--- src/hw/rtl/gamepad_mecanum_drive_mixer_top_macros.svh ---
// ----------------------------------------------------------------------------
// Drive mixer assertion macros
// Concurrent assertion helpers shared by the drive mixer RTL.
// ----------------------------------------------------------------------------
`ifndef GAMEPAD_MECANUM_DRIVE_MIXER_TOP_MACROS_SVH
`define GAMEPAD_MECANUM_DRIVE_MIXER_TOP_MACROS_SVH
`ifndef ASSERT_OFF
// Same-cycle implication, disabled during reset.
`define GMDM_ASSERT_IMPLY(label, clk, rst, ante, cons, msg) \
   label: assert property (@(posedge clk) disable iff (rst) (ante) |-> (cons)) \
      else $error(msg);
// Next-cycle implication, disabled during reset.
`define GMDM_ASSERT_NEXT(label, clk, rst, ante, cons, msg) \
   label: assert property (@(posedge clk) disable iff (rst) (ante) |=> (cons)) \
      else $error(msg);
`else
`define GMDM_ASSERT_IMPLY(label, clk, rst, ante, cons, msg)
`define GMDM_ASSERT_NEXT(label, clk, rst, ante, cons, msg)
`endif
`endif

--- src/hw/rtl/gmdm_pkg.sv ---
// ----------------------------------------------------------------------------
// Drive mixer package
// Shared types, widths and button/command codes for the mecanum drive mixer.
// ----------------------------------------------------------------------------
package gmdm_pkg;

   // Field widths.
   localparam int AXIS_W     = 8;
   localparam int DZ_W       = 7;
   localparam int SPEED_W    = 13;
   localparam int PROD_W     = AXIS_W + SPEED_W;
   localparam int QUOT_W     = 15;
   localparam int WHEEL_W    = 14;
   localparam int TIMER_W    = 16;
   localparam int CSR_ADDR_W = 5;
   localparam int CSR_DATA_W = 32;

   // Drive command codes.
   typedef enum logic [1:0] {
      CMD_NONE = 2'd0,
      CMD_SET  = 2'd1,
      CMD_STOP = 2'd2
   } drive_cmd_type;

   // Action codes.
   localparam logic [2:0] ACT_NONE          = 3'd0;
   localparam logic [2:0] ACT_LOAD_TRIANGLE = 3'd1;
   localparam logic [2:0] ACT_LOAD_SQUARE   = 3'd2;
   localparam logic [2:0] ACT_LOAD_X        = 3'd3;
   localparam logic [2:0] ACT_LOAD_CIRCLE   = 3'd4;
   localparam logic [2:0] ACT_UNLD_TRIANGLE = 3'd5;
   localparam logic [2:0] ACT_UNLD_SQUARE   = 3'd6;
   localparam logic [2:0] ACT_UNLD_X        = 3'd7;

   // Tray angle codes.
   localparam logic [2:0] TRAY_NONE = 3'd0;
   localparam logic [2:0] TRAY_0    = 3'd1;
   localparam logic [2:0] TRAY_90   = 3'd2;
   localparam logic [2:0] TRAY_180  = 3'd3;
   localparam logic [2:0] TRAY_270  = 3'd4;

   // Register indexes.
   localparam logic [2:0] REG_STICK_CENTER  = 3'd0;
   localparam logic [2:0] REG_DEAD_ZONE     = 3'd1;
   localparam logic [2:0] REG_MAX_WHEEL     = 3'd2;
   localparam logic [2:0] REG_MAX_ROTATE    = 3'd3;
   localparam logic [2:0] REG_POLL_PERIOD   = 3'd4;
   localparam logic [2:0] REG_IDLE_STOP     = 3'd5;

   // First button byte.
   localparam logic [7:0] BTN_START = 8'h08;
   localparam logic [7:0] BTN_UP    = 8'h10;
   localparam logic [7:0] BTN_RIGHT = 8'h20;
   localparam logic [7:0] BTN_DOWN  = 8'h40;
   localparam logic [7:0] BTN_LEFT  = 8'h80;

   // Second button byte.
   localparam logic [7:0] BTN_L2       = 8'h01;
   localparam logic [7:0] BTN_R2       = 8'h02;
   localparam logic [7:0] BTN_L1       = 8'h04;
   localparam logic [7:0] BTN_R1       = 8'h08;
   localparam logic [7:0] BTN_TRIANGLE = 8'h10;
   localparam logic [7:0] BTN_CIRCLE   = 8'h20;
   localparam logic [7:0] BTN_X        = 8'h40;
   localparam logic [7:0] BTN_SQUARE   = 8'h80;

   // Scaled axis before the divide by 127: sign and magnitude.
   typedef struct packed {
      logic              neg;
      logic [PROD_W-1:0] mag;
   } axis_prod_type;

endpackage

--- src/hw/rtl/gmdm_axis.sv ---
// ----------------------------------------------------------------------------
// Drive mixer axis front end
// Centers one raw stick axis, applies the dead zone and multiplies the
// magnitude by the axis scale.
// ----------------------------------------------------------------------------
module gmdm_axis
   import gmdm_pkg::*;
(
   input  logic [AXIS_W-1:0]  raw,
   input  logic               reverse,
   input  logic [AXIS_W-1:0]  center,
   input  logic [DZ_W-1:0]    dead_zone,
   input  logic [SPEED_W-1:0] scale,
   output axis_prod_type      prod
);

   logic signed [AXIS_W:0] offset;
   logic [AXIS_W-1:0]      offset_mag;
   logic                   in_dead_zone;

   // Signed offset from the rest position, reversed for the forward axis.
   always_comb begin
      if (reverse) begin
         offset = $signed({1'b0, center}) - $signed({1'b0, raw});
      end else begin
         offset = $signed({1'b0, raw}) - $signed({1'b0, center});
      end
   end

   // The magnitude of a 9-bit offset never exceeds 255.
   assign offset_mag   = offset[AXIS_W] ? AXIS_W'(-offset) : offset[AXIS_W-1:0];
   assign in_dead_zone = offset_mag < {1'b0, dead_zone};

   // Scaled magnitude; the sign travels alongside.
   assign prod.neg = offset[AXIS_W];
   assign prod.mag = in_dead_zone ? '0 : PROD_W'(offset_mag) * PROD_W'(scale);

endmodule

--- src/hw/rtl/gamepad_mecanum_drive_mixer_top.sv ---
// ----------------------------------------------------------------------------
// Gamepad mecanum drive mixer
// Turns gamepad polls into wheel speed, stop, action and tray commands.
// ----------------------------------------------------------------------------
// Pipeline: a taken request is registered in the axis multiply register,
//   then in the result register by the divide, mix and clamp stage that
//   updates the drive state; rsp_valid rises as it reaches that register.
// Throughput: one transaction per cycle unless a held result stalls the pipe.
// Reset: synchronous, active high; configuration registers return to their
//   defaults and all drive state (enable, idle timer, button history) clears.
// ----------------------------------------------------------------------------
`include "gamepad_mecanum_drive_mixer_top_macros.svh"

module gamepad_mecanum_drive_mixer_top
   import gmdm_pkg::*;
(
   input  logic                    clock,
   input  logic                    reset,
   // Poll channel
   input  logic                    req_valid,
   output logic                    req_ready,
   input  logic                    req_mode_valid,
   input  logic [7:0]              req_dpad_buttons,
   input  logic [7:0]              req_shape_buttons,
   input  logic [AXIS_W-1:0]       req_left_vertical,
   input  logic [AXIS_W-1:0]       req_left_horizontal,
   input  logic [AXIS_W-1:0]       req_right_horizontal,
   // Result channel
   output logic                    rsp_valid,
   input  logic                    rsp_ready,
   output logic [1:0]              rsp_drive_cmd,
   output logic                    rsp_halt_actions,
   output logic                    rsp_unlock_event,
   output logic signed [WHEEL_W-1:0] rsp_wheel_front_left,
   output logic signed [WHEEL_W-1:0] rsp_wheel_front_right,
   output logic signed [WHEEL_W-1:0] rsp_wheel_rear_left,
   output logic signed [WHEEL_W-1:0] rsp_wheel_rear_right,
   output logic [2:0]              rsp_action_start,
   output logic [2:0]              rsp_tray_angle,
   // Register port
   input  logic                    csr_psel,
   input  logic                    csr_penable,
   input  logic                    csr_pwrite,
   input  logic [CSR_ADDR_W-1:0]   csr_paddr,
   input  logic [CSR_DATA_W-1:0]   csr_pwdata,
   output logic [CSR_DATA_W-1:0]   csr_prdata,
   output logic                    csr_pready
);

   // Divide a nonnegative scaled axis by 127, truncating. The estimate uses
   // three terms of 1/127 = 2^-7 + 2^-14 + 2^-21 + ... and is at most one low.
   function automatic logic [QUOT_W-1:0] div127(input logic [PROD_W-1:0] x);
      logic [PROD_W+15:0] sum;
      logic [QUOT_W-1:0]  q0;
      logic [PROD_W:0]    rem;
      sum = ({16'd0, x} << 14) + ({16'd0, x} << 7) + {16'd0, x};
      q0  = sum[PROD_W+QUOT_W-1:PROD_W];
      rem = {1'b0, x} - (((PROD_W+1)'(q0) << 7) - (PROD_W+1)'(q0));
      if (rem >= (PROD_W+1)'(127)) begin
         q0 = q0 + QUOT_W'(1);
      end
      return q0;
   endfunction

   // ------------------------------------------------------------------
   // Configuration registers
   // ------------------------------------------------------------------
   logic [AXIS_W-1:0]  stick_center_ff;
   logic [DZ_W-1:0]    dead_zone_ff;
   logic [SPEED_W-1:0] max_wheel_ff;
   logic [SPEED_W-1:0] max_rotate_ff;
   logic [7:0]         poll_period_ff;
   logic [TIMER_W-1:0] idle_stop_ff;
   logic               csr_write;
   logic [2:0]         csr_index;

   assign csr_pready = 1'b1;
   assign csr_write  = csr_psel && csr_penable && csr_pwrite;
   assign csr_index  = csr_paddr[4:2];

   // Register writes complete in the access phase.
   always_ff @(posedge clock) begin
      if (reset) begin
         stick_center_ff <= AXIS_W'(128);
         dead_zone_ff    <= DZ_W'(10);
         max_wheel_ff    <= SPEED_W'(1000);
         max_rotate_ff   <= SPEED_W'(500);
         poll_period_ff  <= 8'd20;
         idle_stop_ff    <= TIMER_W'(500);
      end else if (csr_write) begin
         case (csr_index)
            REG_STICK_CENTER: stick_center_ff <= csr_pwdata[AXIS_W-1:0];
            REG_DEAD_ZONE:    dead_zone_ff    <= csr_pwdata[DZ_W-1:0];
            REG_MAX_WHEEL:    max_wheel_ff    <= csr_pwdata[SPEED_W-1:0];
            REG_MAX_ROTATE:   max_rotate_ff   <= csr_pwdata[SPEED_W-1:0];
            REG_POLL_PERIOD:  poll_period_ff  <= csr_pwdata[7:0];
            REG_IDLE_STOP:    idle_stop_ff    <= csr_pwdata[TIMER_W-1:0];
            default: begin
            end
         endcase
      end
   end

   // Register readback.
   always_comb begin
      case (csr_index)
         REG_STICK_CENTER: csr_prdata = CSR_DATA_W'(stick_center_ff);
         REG_DEAD_ZONE:    csr_prdata = CSR_DATA_W'(dead_zone_ff);
         REG_MAX_WHEEL:    csr_prdata = CSR_DATA_W'(max_wheel_ff);
         REG_MAX_ROTATE:   csr_prdata = CSR_DATA_W'(max_rotate_ff);
         REG_POLL_PERIOD:  csr_prdata = CSR_DATA_W'(poll_period_ff);
         REG_IDLE_STOP:    csr_prdata = CSR_DATA_W'(idle_stop_ff);
         default:          csr_prdata = '0;
      endcase
   end

   // ------------------------------------------------------------------
   // Pipeline handshake
   // ------------------------------------------------------------------
   logic s1_valid_ff;
   logic rsp_valid_ff;
   logic advance;
   logic req_fire;
   logic item_fire;

   assign advance   = !rsp_valid_ff || rsp_ready;
   assign req_ready = !s1_valid_ff || advance;
   assign req_fire  = req_valid && req_ready;
   assign item_fire = s1_valid_ff && advance;
   assign rsp_valid = rsp_valid_ff;

   always_ff @(posedge clock) begin
      if (reset) begin
         s1_valid_ff  <= 1'b0;
         rsp_valid_ff <= 1'b0;
      end else begin
         if (req_ready) begin
            s1_valid_ff <= req_valid;
         end
         if (advance) begin
            rsp_valid_ff <= s1_valid_ff;
         end
      end
   end

   // ------------------------------------------------------------------
   // Stage 1: centered, dead-zoned and scaled axes
   // ------------------------------------------------------------------
   axis_prod_type fwd_prod;
   axis_prod_type str_prod;
   axis_prod_type rot_prod;
   axis_prod_type s1_fwd_ff;
   axis_prod_type s1_str_ff;
   axis_prod_type s1_rot_ff;
   logic          s1_mode_ff;
   logic [7:0]    s1_dpad_ff;
   logic [7:0]    s1_shape_ff;

   gmdm_axis u_axis_fwd (
      .raw       (req_left_vertical),
      .reverse   (1'b1),
      .center    (stick_center_ff),
      .dead_zone (dead_zone_ff),
      .scale     (max_wheel_ff),
      .prod      (fwd_prod)
   );

   gmdm_axis u_axis_str (
      .raw       (req_left_horizontal),
      .reverse   (1'b0),
      .center    (stick_center_ff),
      .dead_zone (dead_zone_ff),
      .scale     (max_wheel_ff),
      .prod      (str_prod)
   );

   gmdm_axis u_axis_rot (
      .raw       (req_right_horizontal),
      .reverse   (1'b0),
      .center    (stick_center_ff),
      .dead_zone (dead_zone_ff),
      .scale     (max_rotate_ff),
      .prod      (rot_prod)
   );

   always_ff @(posedge clock) begin
      if (req_fire) begin
         s1_fwd_ff   <= fwd_prod;
         s1_str_ff   <= str_prod;
         s1_rot_ff   <= rot_prod;
         s1_mode_ff  <= req_mode_valid;
         s1_dpad_ff  <= req_dpad_buttons;
         s1_shape_ff <= req_shape_buttons;
      end
   end

   // ------------------------------------------------------------------
   // Stage 2: divide, mix, clamp and drive state
   // ------------------------------------------------------------------
   logic [QUOT_W-1:0]          fwd_q;
   logic [QUOT_W-1:0]          str_q;
   logic [QUOT_W-1:0]          rot_q;
   logic signed [QUOT_W+1:0]   fwd_s;
   logic signed [QUOT_W+1:0]   str_s;
   logic signed [QUOT_W+1:0]   rot_s;
   logic signed [QUOT_W+1:0]   lim_pos;
   logic signed [QUOT_W+1:0]   lim_neg;
   logic signed [QUOT_W+1:0]   mix [4];
   logic signed [WHEEL_W-1:0]  wheel [4];
   logic                       axes_zero;

   assign fwd_q = div127(s1_fwd_ff.mag);
   assign str_q = div127(s1_str_ff.mag);
   assign rot_q = div127(s1_rot_ff.mag);

   // Restore the sign after the truncating divide.
   assign fwd_s = s1_fwd_ff.neg ? -$signed({2'b00, fwd_q}) : $signed({2'b00, fwd_q});
   assign str_s = s1_str_ff.neg ? -$signed({2'b00, str_q}) : $signed({2'b00, str_q});
   assign rot_s = s1_rot_ff.neg ? -$signed({2'b00, rot_q}) : $signed({2'b00, rot_q});

   assign axes_zero = (fwd_q == '0) && (str_q == '0) && (rot_q == '0);

   // Full-width mecanum mix followed by a symmetric clamp.
   assign lim_pos = $signed({4'd0, max_wheel_ff});
   assign lim_neg = -lim_pos;
   assign mix[0]  = fwd_s + str_s + rot_s;
   assign mix[1]  = fwd_s - str_s - rot_s;
   assign mix[2]  = fwd_s - str_s + rot_s;
   assign mix[3]  = fwd_s + str_s - rot_s;

   always_comb begin
      for (int i = 0; i < 4; i++) begin
         if (mix[i] > lim_pos) begin
            wheel[i] = lim_pos[WHEEL_W-1:0];
         end else if (mix[i] < lim_neg) begin
            wheel[i] = lim_neg[WHEEL_W-1:0];
         end else begin
            wheel[i] = mix[i][WHEEL_W-1:0];
         end
      end
   end

   // Drive state registers.
   logic               drive_enabled_ff, drive_enabled_in;
   logic               idle_armed_ff, idle_armed_in;
   logic               idle_locked_ff, idle_locked_in;
   logic [TIMER_W-1:0] idle_timer_ff, idle_timer_in;
   logic [7:0]         last_dpad_ff, last_dpad_in;
   logic [7:0]         last_shape_ff, last_shape_in;

   // Result fields for the transaction in stage 2.
   drive_cmd_type      cmd;
   logic               halt;
   logic               unlock;
   logic               wheels_on;
   logic [2:0]         act;
   logic [2:0]         tray;
   logic [7:0]         shape_rose;
   logic [7:0]         dpad_rose;
   logic [TIMER_W:0]   timer_sum;
   logic [TIMER_W-1:0] timer_sat;
   logic               stop_now;
   logic               l1_only;
   logic               l2_only;

   assign stop_now   = !s1_mode_ff || ((s1_shape_ff & (BTN_R1 | BTN_R2)) == (BTN_R1 | BTN_R2));
   assign shape_rose = s1_shape_ff & ~last_shape_ff;
   assign dpad_rose  = s1_dpad_ff & ~last_dpad_ff;
   assign l1_only    = ((s1_shape_ff & BTN_L1) != '0) && ((s1_shape_ff & BTN_L2) == '0);
   assign l2_only    = ((s1_shape_ff & BTN_L2) != '0) && ((s1_shape_ff & BTN_L1) == '0);
   assign timer_sum  = {1'b0, idle_timer_ff} + (TIMER_W+1)'(poll_period_ff);
   assign timer_sat  = timer_sum[TIMER_W] ? '1 : timer_sum[TIMER_W-1:0];

   always_comb begin
      drive_enabled_in = drive_enabled_ff;
      idle_armed_in    = idle_armed_ff;
      idle_locked_in   = idle_locked_ff;
      idle_timer_in    = idle_timer_ff;
      last_dpad_in     = last_dpad_ff;
      last_shape_in    = last_shape_ff;
      cmd              = CMD_NONE;
      halt             = 1'b0;
      unlock           = 1'b0;
      wheels_on        = 1'b0;
      act              = ACT_NONE;
      tray             = TRAY_NONE;

      if (stop_now) begin
         // Lost analog mode or emergency shoulder combination.
         cmd              = CMD_STOP;
         halt             = 1'b1;
         drive_enabled_in = 1'b0;
         idle_armed_in    = 1'b0;
      end else if (!drive_enabled_ff) begin
         // Locked out: hold the wheels until START.
         cmd = CMD_STOP;
         if ((s1_dpad_ff & BTN_START) != '0) begin
            unlock           = 1'b1;
            drive_enabled_in = 1'b1;
         end
         idle_armed_in = 1'b0;
      end else begin
         // Driving: idle handling or wheel speeds.
         if (axes_zero) begin
            if (idle_locked_ff) begin
               cmd = CMD_NONE;
            end else if (!idle_armed_ff) begin
               idle_armed_in = 1'b1;
               idle_timer_in = '0;
               cmd           = CMD_SET;
            end else begin
               idle_timer_in = timer_sat;
               if (timer_sat >= idle_stop_ff) begin
                  cmd            = CMD_STOP;
                  idle_armed_in  = 1'b0;
                  idle_locked_in = 1'b1;
               end
            end
         end else begin
            idle_armed_in  = 1'b0;
            idle_timer_in  = '0;
            idle_locked_in = 1'b0;
            cmd            = CMD_SET;
            wheels_on      = 1'b1;
         end

         // Action selection on button press edges, first match wins.
         if (l1_only) begin
            if ((shape_rose & BTN_TRIANGLE) != '0) begin
               act = ACT_LOAD_TRIANGLE;
            end else if ((shape_rose & BTN_SQUARE) != '0) begin
               act = ACT_LOAD_SQUARE;
            end else if ((shape_rose & BTN_X) != '0) begin
               act = ACT_LOAD_X;
            end else if ((shape_rose & BTN_CIRCLE) != '0) begin
               act = ACT_LOAD_CIRCLE;
            end
         end else if (l2_only) begin
            if ((shape_rose & BTN_TRIANGLE) != '0) begin
               act = ACT_UNLD_TRIANGLE;
            end else if ((shape_rose & BTN_SQUARE) != '0) begin
               act = ACT_UNLD_SQUARE;
            end else if ((shape_rose & BTN_X) != '0) begin
               act = ACT_UNLD_X;
            end
         end

         // Tray angle on d-pad press edges.
         if ((dpad_rose & BTN_DOWN) != '0) begin
            tray = TRAY_0;
         end else if ((dpad_rose & BTN_LEFT) != '0) begin
            tray = TRAY_90;
         end else if ((dpad_rose & BTN_UP) != '0) begin
            tray = TRAY_180;
         end else if ((dpad_rose & BTN_RIGHT) != '0) begin
            tray = TRAY_270;
         end

         last_dpad_in  = s1_dpad_ff;
         last_shape_in = s1_shape_ff;
      end
   end

   // State advances only when a transaction moves into the result register.
   always_ff @(posedge clock) begin
      if (reset) begin
         drive_enabled_ff <= 1'b0;
         idle_armed_ff    <= 1'b0;
         idle_locked_ff   <= 1'b0;
         idle_timer_ff    <= '0;
         last_dpad_ff     <= '0;
         last_shape_ff    <= '0;
      end else if (item_fire) begin
         drive_enabled_ff <= drive_enabled_in;
         idle_armed_ff    <= idle_armed_in;
         idle_locked_ff   <= idle_locked_in;
         idle_timer_ff    <= idle_timer_in;
         last_dpad_ff     <= last_dpad_in;
         last_shape_ff    <= last_shape_in;
      end
   end

   // Result register.
   logic [1:0]                rsp_drive_cmd_ff;
   logic                      rsp_halt_ff;
   logic                      rsp_unlock_ff;
   logic signed [WHEEL_W-1:0] rsp_wheel_ff [4];
   logic [2:0]                rsp_action_ff;
   logic [2:0]                rsp_tray_ff;

   always_ff @(posedge clock) begin
      if (item_fire) begin
         rsp_drive_cmd_ff <= cmd;
         rsp_halt_ff      <= halt;
         rsp_unlock_ff    <= unlock;
         rsp_action_ff    <= act;
         rsp_tray_ff      <= tray;
         for (int i = 0; i < 4; i++) begin
            rsp_wheel_ff[i] <= wheels_on ? wheel[i] : '0;
         end
      end
   end

   assign rsp_drive_cmd         = rsp_drive_cmd_ff;
   assign rsp_halt_actions      = rsp_halt_ff;
   assign rsp_unlock_event      = rsp_unlock_ff;
   assign rsp_wheel_front_left  = rsp_wheel_ff[0];
   assign rsp_wheel_front_right = rsp_wheel_ff[1];
   assign rsp_wheel_rear_left   = rsp_wheel_ff[2];
   assign rsp_wheel_rear_right  = rsp_wheel_ff[3];
   assign rsp_action_start      = rsp_action_ff;
   assign rsp_tray_angle        = rsp_tray_ff;

   // ------------------------------------------------------------------
   // Assertions
   // ------------------------------------------------------------------
   // Wheels carry speed only with a set-speed command.
   `GMDM_ASSERT_IMPLY(a_wheels_need_set, clock, reset,
      rsp_valid_ff && (rsp_drive_cmd_ff != CMD_SET),
      (rsp_wheel_ff[0] == '0) && (rsp_wheel_ff[1] == '0) &&
      (rsp_wheel_ff[2] == '0) && (rsp_wheel_ff[3] == '0),
      "wheel speed without set command")

   // A pending unlock result means driving is now enabled.
   `GMDM_ASSERT_IMPLY(a_unlock_enables, clock, reset,
      rsp_valid_ff && rsp_unlock_ff,
      drive_enabled_ff && (rsp_drive_cmd_ff == CMD_STOP),
      "unlock result without enabled drive")

   // The idle machine is never armed and latched at once.
   `GMDM_ASSERT_IMPLY(a_idle_exclusive, clock, reset,
      idle_armed_ff, !idle_locked_ff,
      "idle armed while latched")

   // A halt always comes with a full stop and drops the enable.
   `GMDM_ASSERT_NEXT(a_halt_disables, clock, reset,
      item_fire && stop_now,
      !drive_enabled_ff && rsp_halt_ff && (rsp_drive_cmd_ff == CMD_STOP),
      "halt did not disable driving")

endmodule
--- config.mk ---
export PLATFORM = sky130hd
export DESIGN_NAME = gamepad_mecanum_drive_mixer_top
export DESIGN_NICKNAME = d
export VERILOG_FILES = /design/src/hw/rtl/gmdm_pkg.sv /design/src/hw/rtl/gmdm_axis.sv /design/src/hw/rtl/gamepad_mecanum_drive_mixer_top.sv
export VERILOG_INCLUDE_DIRS = /design/src /design/src/hw/rtl
export SDC_FILE = /design/constraint.sdc
export NUM_CORES = 2
export LEC_CHECK = 0
export BUFFER_PORTS_ARGS = -buffer_cell sky130_fd_sc_hd__buf_2
export CAP_MARGIN = 20
export CORE_UTILIZATION = 56
export CTS_BUF_LIST = sky130_fd_sc_hd__clkbuf_8
export DETAILED_ROUTE_END_ITERATION = 10
export GPL_TIMING_DRIVEN = 1
export PLACE_DENSITY = 0.77
export SYNTH_ARGS = -nofsm -noshare
export SYNTH_HDL_FRONTEND = slang
export SYNTH_SLANG_ARGS = --single-unit
--- constraint.sdc ---
create_clock -name clock -period 12.4 [get_ports clock]
set_input_delay 3.72 -clock clock [delete_from_list [all_inputs] [get_ports clock]]
set_output_delay 3.72 -clock clock [all_outputs]
set_load 0.01 [all_outputs]
Word level (Yosys, flattened, before mapping)
Memory sizes are Yosys's and may differ from the RTL's.
Cells that the tools add are included.
Operators by class
  add/sub/neg operators: 32
  multiply operators: 3
  div/mod/pow operators: 0
  magnitude comparators: 15
  eq/ne operators: 8
  shift-type cells: 0
  muxes and demuxes: 62
  bitwise gates (word level): 6
  reductions and logical operators: 33
Operators with widths (number)
  14-bit 2-to-1 mux: 12
  35-bit by 28-bit adder with 36-bit output: 3
  36-bit by 21-bit adder with 36-bit output: 3
  16-bit one-hot mux with 6 select lines: 1
  17-bit by 14-bit greater-than comparator with 1-bit output: 4
  17-bit < comparator: 4
  22-bit by 7-bit greater-or-equal comparator with 1-bit output (second input constant): 3
  21-bit by 22-bit subtractor with 22-bit output: 3
  22-bit by 15-bit subtractor with 22-bit output: 3
  16-bit 2-to-1 mux: 4
  8-bit by 13-bit multiplier with 21-bit output: 3
  17-bit adder: 3
  17-bit 2-to-1 mux: 3
  15-bit negator with 17-bit output: 3
  17-bit subtractor: 3
  15-bit by 1-bit adder with 15-bit output (second input constant): 3
  15-bit zero test: 3
  15-bit 2-to-1 mux: 3
  3-bit 2-to-1 mux: 10
  8-bit by 8-bit subtractor with 9-bit output: 3
  8-bit by 7-bit < comparator with 1-bit output: 3
  8-bit 2-to-1 mux: 3
  8-bit negator: 3
  1-bit 2-to-1 mux: 20
  other kinds (24): 53
Storage, ports and cells
  flip-flop bits (word level): 195
  latch bits: 0
  bits in writable memories: 56
  bits in read-only memories: 0
  bits of input ports: 85
  output and inout port bits: 101
  memories kept: 1
Memory list
  rsp_wheel_ff: words 4, width 14, read ports 4, clocked after memory_dff 0, wr ports 4, line gamepad_mecanum_drive_mixer_top.sv:387  | logic signed [WHEEL_W-1:0] rsp_wheel_ff [4];

Logic depth before layout (Yosys ltp)
  depth in word-level cells: 14
  mapped depth: 68
  depth with buffers taken out: 64

By module
Synthesis repeated with hierarchy kept, for this count alone.
Second synthesis, totals
  cell total of the unflattened synthesis: 5092
  area total of the unflattened synthesis: 42690.9 um2
Modules (own cells, without submodules)
  gamepad_mecanum_drive_mixer_top: instances 1, cells each 3475, area each 29221.8 um2, sequential area each 6266.0 um2
  gmdm_axis at u_axis_fwd ...: instances 2, cells each 541, area each 4490.6 um2, sequential area each 0.0 um2
  gmdm_axis at u_axis_str: instances 1, cells each 535, area each 4488.1 um2, sequential area each 0.0 um2

Worst setup path after synthesis
Ideal clock, no wire load.
  path kind: reg-to-reg
  start point: register s1_fwd_ff[9] in the netlist's numbering
  end point: memory rsp_wheel_ff[3][8], data pin
  setup time: 270 ps
  arrival: 12319 ps
  data required time: 12130 ps
  path slack: -189 ps
  cell stages (with the launch flop): 61
  period minus slack after synthesis: 12589 ps
  cell sequence: edfxtp_1 > inv_1 > fa_1 > inv_1 > ha_1 > a211oi_1 > o21ai_1 > o211ai_1 > a21oi_1 > nor2_1 > nor3_1 > and2_1 > and3_1 > ha_1 > inv_1 > fa_1 > inv_1 > ha_1 > [25 not listed] > a21o_1 > a21o_1 > xnor2_1 > ha_1 > clkbuf_1 > inv_1 > a221oi_1 > o21bai_1 > a21oi_1 > xnor2_1 > xnor3_2 > ha_1 > nor2b_1 > a31oi_1 > clkbuf_1 > mux2_2 > o21ai_0 > a21oi_1
RTL lines
  start, declared: line gamepad_mecanum_drive_mixer_top.sv:152  | axis_prod_type s1_fwd_ff;
  start signal, assigned: line gamepad_mecanum_drive_mixer_top.sv:188  | s1_fwd_ff <= fwd_prod;
  end, declared: line gamepad_mecanum_drive_mixer_top.sv:387

==> summary.txt <==
outcome -> finished clean
delay-heaviest family, CP -> compound AO/OA/AOI/OAI gates
FMAX -> 81.5 MHz
syn_area_per_cell -> 8.33 µm²
final count of negative-setup-slack endpoints -> 0
Yosys top cell by area -> ha_1
Syn-to-layout area delta -> 19.4%
n_diodes -> 0
Bufs on Longest Clock Path -> 3
Period minus WS final -> 12,270 ps
Num CTS Buffers -> 42
Rel. slew slack -> 0.252
Final ANT Viol Nets -> 0
DP HPWL -> 96,100 µm
synth top area cells -> ha_1, fa_1, edfxtp_1
r2r setup slk -> 130 ps
DR pass1 iterations -> 8
global-route wire length before repair -> 187,000 µm
Root Buffer -> clkbuf_8
WL final -> 121,000 µm
Slew @ Worst Pin -> 1120 ps
Async SR Flop Fraction -> 0
post-layout util -> 0.676
drt initial violations -> 2,842
num ports -> 186
layout cell share with drive strength beyond 1 -> 0.200
crit end category -> flip-flop
Overall Global Routing Usage -> 0.315
CTS tree -> yes
max-slew violations -> 0
post-synthesis sequential area ratio -> 0.155
fin area -> 0.0484 mm²
predominant post-synthesis flop cell -> edfxtp_1
WL per Instance -> 18.6 µm
# DRC -> 0
initial antenna violation count -> 4
Synth Instances -> 4,863
global placement routability congestion -> 0.973
die area -> 0.0734 mm²
Yosys cell types -> 111
Yosys Warn Count -> 0
largest net degree at the start of global routing -> 95
Die H -> 271 µm
clock skew -> 50.1 ps
Nets -> 6,443
Tcrit/Tclk final -> 0.989
Most common cell on crit path -> nor2_1
DP Area -> 0.0460 mm²
area share of the largest cell type after synthesis -> 0.189
vias per cell -> 5.86
Crit path arrival time -> 12,790 ps
Mapped Area -> 0.0405 mm²
commonest cells after routing, fill and taps aside -> inv_1, buf_4, ha_1
Initial Util -> 0.567
Max-Cap Viols -> 0
vias post-DR -> 37,900
Tightest Hold Check Type -> reg2reg
IO Port Bufs -> 147
CP bufs+invs -> 9
H-tree depth -> 2
startpoint types -> flip-flop
commonest non-fill, non-tap cell in the layout -> inv_1
clock sinks -> 240
Worst-Skew Late Latency -> 670 ps
worst-path fanout max -> 8
row cnt -> 98
floorplan core area -> 0.0715 mm²
Slowest-stage cell, CP -> fa_1
WS Path Type -> reg2reg
Worst Path Required -> 12,930 ps
Final Hold Viols -> 0
vias in the first global route -> 36,400
Post-synth EDFFs -> 146
gr ovfl total -> 0
Die X -> 271 µm
Synth Register Bits -> 240
clk slew on worst S/H paths -> 60 ps
Crit path largest cell delay -> 610 ps
[logic make-up after synthesis]
| group | Yosys count | synth area share |
|---|---|---|
| other | 2 | 0.000185 |
| buffers and inverters | 827 | 0.0801 |
| AND/OR/NAND/NOR | 1468 | 0.179 |
| multiplexers | 116 | 0.0309 |
| AO/OA/AOI/OAI | 1016 | 0.168 |
| XOR/XNOR | 328 | 0.0727 |
| adder cells (fa/ha/maj) | 866 | 0.314 |
| flip-flops | 240 | 0.155 |
[per-stage QoR]
step	TNS, ps	cells	setup WS (ps)	hold WS, ps
5_1_grt	-9940	6474	-343	491
2_1_floorplan	0	4878	22.7	431
4_1_cts	-37.0	6425	-13.7	453
6_report	0	6474	134	453
3_3_place_gp	-7290	6339	-300	438
3_5_place_dp	-9370	6340	-373	445
[flip-flops by register name (all words and copies together) (netlist names), 2 cells and up]
| register | count |
|---|---|
| rsp_wheel_ff | 56 |
| s1_fwd_ff | 22 |
| s1_rot_ff | 22 |
| s1_str_ff | 22 |
| idle_stop_ff | 16 |
| idle_timer_ff | 16 |
| max_rotate_ff | 13 |
| max_wheel_ff | 13 |
| poll_period_ff | 8 |
| s1_shape_ff | 8 |
| stick_center_ff | 8 |
| dead_zone_ff | 7 |
| s1_dpad_ff | 5 |
| last_dpad_ff | 4 |
| last_shape_ff | 4 |
| rsp_action_start | 3 |
| rsp_tray_angle | 3 |
| rsp_drive_cmd | 2 |
[area by class of cell]
class | count | area (µm²)
well taps | 950 | 1190
fillers | 5565 | 23100
multi-input cells | 3811 | 32200
flip-flops and latches | 240 | 6270
inverters | 632 | 2370
clock inverters | 30 | 195
repair buffers | 765 | 5480
clock buffers | 46 | 633
[layer usage]
layer	GRT usage	share of wire	wire length, µm	vias up
li1	-	-	-	17900
met1	0.390	0.40	48100	18100
met2	0.543	0.48	58100	1490
met3	0.0430	0.071	8540	390
met4	0.139	0.049	5910	10
met5	0	0.00049	59	-
[synthesized netlist by cell type (all sizes together), types with 59 or more instances]
cell type,count
a21o,86
a21oi,269
and2,126
clkbuf,142
dfxtp,94
edfxtp,146
fa,253
ha,613
inv,626
mux2i,89
nand2,388
nand2b,75
nand3,77
nor2,398
nor2b,95
nor3,94
o21a,59
o21ai,202
xnor2,242
xor2,81
[worst paths after layout]
kind	from	end	cells past startpoint
max	s1_fwd_ff[13]	rsp_wheel_ff[2][1]	59
min	last_dpad_ff[5]	last_dpad_ff[5]	2
max reg2reg	s1_fwd_ff[13]	rsp_wheel_ff[2][1]	59
min reg2reg	last_dpad_ff[5]	last_dpad_ff[5]	2
[worst register-to-register path, delay by kind of cell (launching register included)]
| family | cells | cell delay (ps) |
|---|---|---|
| AO/OA/AOI/OAI | 20 | 4010 |
| adder cells (fa/ha/maj) | 9 | 2940 |
| AND/OR/NAND/NOR | 15 | 2230 |
| buffers and inverters | 9 | 1160 |
| XOR/XNOR | 3 | 730 |
| multiplexers | 3 | 650 |
| flip-flops | 1 | 410 |
[what timing repair did]
action,in CTS,in global routing
resized for setup,17,210
pin swaps,12,85
endpoints found under the setup margin,55,56
hold buffers,0,0
setup buffers,9,48
gates cloned,0,1
Power is not shown: default switching activity piles up to over one toggle a cycle in this logic, so the estimate is an artifact.
